<file path="src/qkd_pkg.sv">
`timescale 1ns / 1ps
// Shared types, codes and the quadrature step table for the knob decoder.
// Used by qkd_step and quadrature_knob_decoder; depends on nothing else.
package qkd_pkg;

	localparam int unsigned READING_W = 3;
	localparam int unsigned COUNT_W   = 32;
	localparam int unsigned IN_DATA_W  = 8;
	localparam int unsigned OUT_DATA_W = 72;

	typedef enum logic [1:0] {
		OP_SAMPLE = 2'd0,
		OP_REPORT = 2'd1,
		OP_LOAD   = 2'd2
	} op_t;

	typedef enum logic [1:0] {
		DIR_NONE    = 2'd0,
		DIR_FWD     = 2'd1,
		DIR_REV     = 2'd2,
		DIR_UNKNOWN = 2'd3
	} dir_t;

	typedef struct packed {
		logic [READING_W-1:0]      last_reading;
		dir_t                      step_dir;
		logic signed [COUNT_W-1:0] click_count;
		logic signed [COUNT_W-1:0] reported_count;
		logic                      pressed_now;
		logic                      pressed_at_report;
	} qkd_state_t;

	typedef struct packed {
		logic                      release_event;
		logic                      press_event;
		logic                      button_down;
		dir_t                      direction;
		logic signed [COUNT_W-1:0] click_total;
		logic signed [COUNT_W-1:0] click_delta;
	} qkd_result_t;

	localparam qkd_state_t STATE_RESET = '{
		last_reading:      '0,
		step_dir:          DIR_UNKNOWN,
		click_count:       '0,
		reported_count:    '0,
		pressed_now:       1'b1,
		pressed_at_report: 1'b1
	};

	// Direction indexed by old phases in the upper two bits, new phases below.
	localparam dir_t STEP_TABLE [0:15] = '{
		DIR_NONE,    DIR_FWD,     DIR_REV,     DIR_UNKNOWN,
		DIR_REV,     DIR_NONE,    DIR_UNKNOWN, DIR_FWD,
		DIR_FWD,     DIR_UNKNOWN, DIR_NONE,    DIR_REV,
		DIR_UNKNOWN, DIR_REV,     DIR_FWD,     DIR_NONE
	};

endpackage

</file>
<file path="src/qkd_step.sv">
`timescale 1ns / 1ps
// Combinational update of the knob state for one item and the matching result.
// Depends on qkd_pkg for the state, result and code types.
module qkd_step import qkd_pkg::*; (
	input  logic [1:0]           operation,
	input  logic [READING_W-1:0] reading,
	input  qkd_state_t           state,
	output qkd_state_t           state_next,
	output qkd_result_t          result
);

	dir_t step;
	logic pressed_in;

	assign step       = STEP_TABLE[{state.last_reading[1:0], reading[1:0]}];
	assign pressed_in = ~reading[2];

	always_comb begin
		state_next           = state;
		result.click_delta   = '0;
		result.press_event   = 1'b0;
		result.release_event = 1'b0;
		unique case (operation)
			OP_SAMPLE: begin
				unique case (step)
					DIR_FWD: begin
						if (state.step_dir == DIR_FWD) begin
							state_next.click_count = state.click_count + 32'sd1;
						end
						state_next.step_dir     = DIR_FWD;
						state_next.last_reading = reading;
					end
					DIR_REV: begin
						if (state.step_dir == DIR_REV) begin
							state_next.click_count = state.click_count - 32'sd1;
						end
						state_next.step_dir     = DIR_REV;
						state_next.last_reading = reading;
					end
					DIR_UNKNOWN: begin
						state_next.step_dir     = DIR_UNKNOWN;
						state_next.last_reading = reading;
					end
					default: begin
					end
				endcase
				state_next.pressed_now = pressed_in;
			end
			OP_REPORT: begin
				result.click_delta           = state.click_count - state.reported_count;
				state_next.reported_count    = state.click_count;
				result.press_event           = state.pressed_now & ~state.pressed_at_report;
				result.release_event         = ~state.pressed_now & state.pressed_at_report;
				state_next.pressed_at_report = state.pressed_now;
			end
			OP_LOAD: begin
				state_next.last_reading      = reading;
				state_next.step_dir          = DIR_UNKNOWN;
				state_next.click_count       = '0;
				state_next.reported_count    = '0;
				state_next.pressed_now       = pressed_in;
				state_next.pressed_at_report = pressed_in;
			end
			default: begin
			end
		endcase
		result.click_total = state_next.click_count;
		result.direction   = state_next.step_dir;
		result.button_down = state_next.pressed_now;
	end

endmodule

</file>
<file path="src/quadrature_knob_decoder.sv">
`timescale 1ns / 1ps
// Rotary knob decoder: takes one item per clock while the output is not stalled and
// returns one result per item. An item first lands in an input register; the knob
// state is then updated and the result is written to an output register once that
// register is free or being read, so the state update loop sets the rate of one
// item per clock. The input side keeps accepting while a result waits in the output
// register, and stalls only when both registers are held. Depends on qkd_pkg
// and qkd_step.
module quadrature_knob_decoder import qkd_pkg::*; (
	input  logic                  clk,
	input  logic                  arst_n,
	input  logic                  s_axis_tvalid,
	output logic                  s_axis_tready,
	// Fields from bit 0: operation[1:0], reading[4:2], zero fill [7:5].
	input  logic [IN_DATA_W-1:0]  s_axis_tdata,
	output logic                  m_axis_tvalid,
	input  logic                  m_axis_tready,
	// Fields from bit 0: click_delta[31:0], click_total[63:32], direction[65:64],
	// button_down[66], press_event[67], release_event[68], zero fill [71:69].
	output logic [OUT_DATA_W-1:0] m_axis_tdata
);

	logic                 valid_s1;
	logic [1:0]           operation_s1;
	logic [READING_W-1:0] reading_s1;
	logic                 out_valid_q;
	qkd_result_t          result_q;
	qkd_state_t           state_q;
	qkd_state_t           state_next;
	qkd_result_t          result;
	logic                 advance;
	logic                 in_accept;

	assign advance       = valid_s1 & (~out_valid_q | m_axis_tready);
	assign s_axis_tready = ~valid_s1 | advance;
	assign in_accept     = s_axis_tvalid & s_axis_tready;

	always_ff @(posedge clk or negedge arst_n) begin
		if (!arst_n) begin
			valid_s1 <= 1'b0;
		end else if (s_axis_tready) begin
			valid_s1 <= s_axis_tvalid;
		end
	end

	always_ff @(posedge clk) begin
		if (in_accept) begin
			operation_s1 <= s_axis_tdata[1:0];
			reading_s1   <= s_axis_tdata[4:2];
		end
	end

	qkd_step u_step (
		.operation  (operation_s1),
		.reading    (reading_s1),
		.state      (state_q),
		.state_next (state_next),
		.result     (result)
	);

	always_ff @(posedge clk or negedge arst_n) begin
		if (!arst_n) begin
			state_q     <= STATE_RESET;
			out_valid_q <= 1'b0;
		end else begin
			if (advance) begin
				state_q     <= state_next;
				out_valid_q <= 1'b1;
			end else if (m_axis_tready) begin
				out_valid_q <= 1'b0;
			end
		end
	end

	always_ff @(posedge clk) begin
		if (advance) begin
			result_q <= result;
		end
	end

	assign m_axis_tvalid = out_valid_q;
	assign m_axis_tdata  = {3'b000, result_q};

	assert property (@(posedge clk) disable iff (!arst_n)
		out_valid_q |-> !(result_q.press_event && result_q.release_event))
		else $error("Press and release reported together.");

	assert property (@(posedge clk) disable iff (!arst_n)
		advance && operation_s1 == OP_SAMPLE |=>
			(state_q.click_count == $past(state_q.click_count)) ||
			(state_q.click_count == $past(state_q.click_count) + 32'sd1) ||
			(state_q.click_count == $past(state_q.click_count) - 32'sd1))
		else $error("Sample moved the click count by more than one.");

	assert property (@(posedge clk) disable iff (!arst_n)
		advance && operation_s1 == OP_REPORT |=>
			state_q.reported_count == state_q.click_count &&
			result_q.click_total == state_q.click_count)
		else $error("Report did not move the count baseline.");

	assert property (@(posedge clk) disable iff (!arst_n)
		!out_valid_q |-> s_axis_tready)
		else $error("Input stalled while the output register is empty.");

	assert property (@(posedge clk) disable iff (!arst_n)
		advance && operation_s1 == OP_LOAD |=>
			state_q.step_dir == DIR_UNKNOWN && state_q.click_count == '0 &&
			state_q.pressed_now == state_q.pressed_at_report)
		else $error("Load did not restart the knob state.");

endmodule
</file>
<file path="config.mk">
export PLATFORM = sky130hd
export DESIGN_NAME = quadrature_knob_decoder
export DESIGN_NICKNAME = d
export VERILOG_FILES = /design/src/qkd_pkg.sv /design/src/qkd_step.sv /design/src/quadrature_knob_decoder.sv
export SDC_FILE = /design/constraint.sdc
export NUM_CORES = 1
export LEC_CHECK = 0
export ABC_CLOCK_PERIOD_IN_PS = 4000
export BUFFER_PORTS_ARGS = -buffer_cell sky130_fd_sc_hd__buf_2
export CAP_MARGIN = 15
export CORE_AREA = 2 2 207 128
export CTS_CLUSTER_DIAMETER = 30
export CTS_CLUSTER_SIZE = 30
export DETAILED_ROUTE_END_ITERATION = 12
export DIE_AREA = 0 0 209 130
export MAX_ROUTING_LAYER = met4
export REMOVE_ABC_BUFFERS = 1
export SYNTH_ARGS = -nofsm -noshare
export SYNTH_HDL_FRONTEND = slang
export SYNTH_HIERARCHICAL = 1
export SYNTH_SLANG_ARGS = --single-unit
</file>
<file path="constraint.sdc">
create_clock -name clk -period 4 [get_ports clk]
set_input_delay 0.8 -clock clk [delete_from_list [all_inputs] [get_ports clk]]
set_output_delay 0.8 -clock clk [all_outputs]
set_load 0.05 [all_outputs]
</file>
* Word level (Yosys, flattened, before mapping) *
Memories as Yosys holds them, arrays and structs flattened.
Cells that the tools add are included.

cells by class
  add/subtract/negate cells = 3
  bitwise operators = 12
  order comparisons = 1
  equal/unequal tests = 8
  multiplexer cells = 12
  reductions and logical operators = 7

operators by type and width
  cell                                                       number
  one-hot mux 32 bit (2 select lines)                        2
  one-hot mux 36 bit (2 select lines)                        1
  two-way mux 32 bit                                         2
  adder 32 x 2 -> 32 bit (second input constant)             1
  subtractor 32 x 2 -> 32 bit (second input constant)        1
  subtractor 32 bit                                          1
  one-hot mux 4 bit (3 select lines)                         1
  equality test 2 bit (second input constant)                4
  equality test 2 x 1 -> 1 bit (second input constant)       3
  nonzero test 2 bit                                         3
  greater-or-equal comparator 5 bit (second input constant)  1
  NOT 1 bit                                                  5
  NOT 4 -> 5 bit                                             1
  AND 1 bit                                                  4
  two-way mux 2 bit                                          2
  inequality test 4 bit (second input constant)              1
  two-way mux 1 bit                                          3
  AND reduction 3 bit                                        1
  logical NOT 2 bit                                          1
  OR 1 bit                                                   2
  one-hot mux 1 bit (2 select lines)                         1
  AND reduction 2 bit                                        1
  OR reduction 2 bit                                         1

storage, ports and cells
  output and inout bits = 74
  ROM bits = 32
  memories = 1
  word-level logic and storage cells = 60
  bits of input ports = 12
  register bits = 146

memories
  name             words  bits a word  read ports  clocked after memory_dff  wr ports  RTL line        RTL
  (no name shown)  16     2            1           0                         0         qkd_step.sv:15  assign step = STEP_TABLE[{state.last_reading[1:0], reading[1:0]}];

* Logic depth before layout (Yosys ltp) *
  word-level depth = 7
  mapped depth = 15
  gate-level depth less buffers = 12

* By module *
The synthesis kept the hierarchy.

by module, submodules not included
  module                   cells each  instances  area each (um2)  seq. area each (um2)
  quadrature_knob_decoder  236         1          5013.6           4053.9
  qkd_step                 825         1          4931.0           0.0

* Worst setup path after synthesis *
Ideal clock, no wire load.

  kind = register -> register
  start = register state_q[41] (netlist bit)
  end = register state_q[64] (netlist bit)
  library setup time = 0.125 ns
  buffers on the path = 3
  data required time = 3.875 ns
  arrival = 3.249 ns
  clock period less this slack = 3.374 ns
  stages on the path, launching flop included = 12
  slack = 0.626 ns
  cell sequence = dfrtp_1 -> buf_6 -> or4_4 -> or4_4 -> buf_6 -> or4b_4 -> nor4_2 -> xnor2_1 -> o22ai_1 -> a221o_1 -> buf_4 -> mux2_2

RTL lines
  what                      RTL line                       RTL
  start: declaration        quadrature_knob_decoder.sv:28  qkd_state_t state_q;
  start signal: assignment  quadrature_knob_decoder.sv:67  state_q <= state_next;

* Worst setup path in the final report *
  start = register state_q[34] (netlist bit)
  end = register result_q (netlist bit m_axis_tdata[26]), data pin

between the ends
  cells in the longest elaborated chain, start to end = 1

ends and longest elaborated chain
  what                    RTL line                       RTL
  subtractor 32 bit       qkd_step.sv:50                 result.click_delta = state.click_count - state.reported_count;
  end signal: assignment  quadrature_knob_decoder.sv:77  result_q <= result;
  end: declaration        quadrature_knob_decoder.sv:27  qkd_result_t result_q;

Every way passes these cells.
A chain may end at the register's enable or synchronous reset.

==> impl_metrics.ini <==
[run_status]
status = finished, final reports clean

[global_route]
grt_remaining_overflow = 0
grt.total_usage = 0.204
antenna_found_initial = 0
grt_pass1_wl_um = 41600
grt_pass1_vias = 7454
grt_start_max_net_pins = 73

[clock_tree]
cts_buffers = 17
cts_resized = 0
cts.htree.levels = 4
clk_pin_slew_ns = 0.06
cts_tree = done
clkLatencyLatePin_ns = 0.44
clockBufferDepth = 2
root_buffer = clkbuf_16
clock-sinks = 146
ctsHoldBuffers = 0
post_cts_buffers = 0

[logic_synthesis]
syn_area_mm2 = 0.00990
yosys_warnings = 6
synth_cells = 1058
avgSynthCellArea_um2 = 9.36

[placement]
dpl-instance-area_mm2 = 0.0104
gp_congestion = 0.894
hpwl_um = 19000
port_buffers = 79
place_ws_ns = 0.550
placed_cells = 1410

[setup_path]
start_kind = flop
startpoint = state_q[34]
r2r_cells = 12
criticalPathCategory = flop to flop
end_kind = flop
crit_buf_inv = 3
cp_slowest_cell = o21ai_0
max_stage_delay_ns = 0.55
crit_required_ns = 4.17
r2r-start = state_q[34]
r2r-end = m_axis_tdata[26]
crit_chain = inv_1, ha_1, inv_1, fa_1, a211o_1, o211a_1, o21ai_0, a2111oi_0, buf_4, o21ai_0, nand3_1, nor3b_1
path_max_fanout = 9
crit_family = compound AO/OA/AOI/OAI gates
rrSetupSlack_ns = 0.36
cp.arrival_ns = 3.81

[route]
ant_nets = 0
drt_iter0_drc = 678
via_per_inst = 5.64
drt_first_pass_iters = 5
avgRoutedWirePerCell_um = 18.4
drc = 0
wl_um = 26600
vias = 8129

[layout]
layout.nets = 1146
final_area_mm2 = 0.0110
layout.cells.non_filler = 1442
antennaDiodeCount = 0
syn2layout_area_growth_pct = 11.4
fillers = 2448
drive_above_1_share = 0.216

[pwr]
p_leak_nw = 4.66
power.density_mw_per_mm2 = 948
irDropWorstVdd_uv = 457

[floorplan]
die_w_um = 209
io_pins = 86
die_area_mm2 = 0.0272
start_util = 0.387
die-height_um = 130
fp.coreArea_mm2 = 0.0256
rows = 46

[sta]
period_minus_slack_ns = 3.64
slew_viol_final = 0
setup_ws_ns = 0.362
skew_ns = 0.00878
max_freq_mhz = 275
setup_tns_ns = 0
rsz0062_at_grt = false
relSlewSlack = 0.326
finalSetupViolations = 0
holdWs_ns = 0.503
fin_crit_sh = 0.909
hold_violations = 0
tightest_slew_ns = 1.01

[hold_path]
holdPathStages = 1
worstHoldStart = state_q[12]
hp-class = flop to flop
whs_endpoint = state_q[12]

[job]
max_cap_viol_count = 0
## state kept, by name (all words and copies together), names as in the netlist
register       flops
operation_s1       2
reading_s1         3
m_axis_tdata      69
valid_s1           1
m_axis_tvalid      1
state_q           70
## per-stage QoR
step                utilization  total power, mW
detailed placement        0.406             8.59
floorplan                     -             6.83
CTS                       0.430             10.4
global placement          0.406             8.52
finish                    0.430             10.4
global route              0.430             11.1
## layer usage
| layer | track usage | vias to the layer above | part of all wire |
|---|---|---|---|
| met5 | - | - | 0 |
| met4 | 0.0471 | 0 | 0.0091 |
| met3 | 0.0522 | 14 | 0.078 |
| met2 | 0.281 | 290 | 0.41 |
| met1 | 0.297 | 3978 | 0.51 |
| li1 | - | 3847 | - |
## cell type report
cell class | count | area, um2 | area share
clock buffer | 23 | 488 | 0.0443
clock inverter | 9 | 128 | 0.0116
inverter | 68 | 255 | 0.0232
multi-input combinational | 747 | 5040 | 0.457
timing repair buffer | 113 | 666 | 0.0604
tap | 336 | 420 | 0.0381
sequential | 146 | 4030 | 0.365
## placed cells by master (no fill, tap or decap), drive strengths merged, types with 11 or more instances in the layout
| cell | n |
|---|---|
| nor2 | 88 |
| nor4 | 11 |
| buf | 113 |
| clkbuf | 23 |
| a21o | 15 |
| nand3 | 48 |
| o21ai | 83 |
| nor3 | 24 |
| dfrtp | 68 |
| inv | 66 |
| a21oi | 58 |
| xor2 | 13 |
| nand4 | 19 |
| mux2 | 78 |
| xnor2 | 25 |
| ha | 40 |
| and2 | 12 |
| edfxtp | 74 |
| nand2 | 78 |
## worst max-delay path by stage
stage | end | slack, ns | cells after the start
floorplan | m_axis_tdata[0] | 0.77 | 3
global placement | m_axis_tdata[26] | 0.59 | 12
detailed placement | m_axis_tdata[26] | 0.55 | 12
CTS | m_axis_tdata[26] | 0.53 | 12
global route | m_axis_tdata[26] | 0.19 | 12
finish | m_axis_tdata[26] | 0.36 | 12
## power breakdown
group	internal [mW]	total [mW]	switching [mW]
Combinational	2.33	6.43	4.11
Sequential	2.04	2.32	0.286
Clock	1.04	1.70	0.652
Total	5.41	10.4	5.04
(Power assumes the default switching activity.)
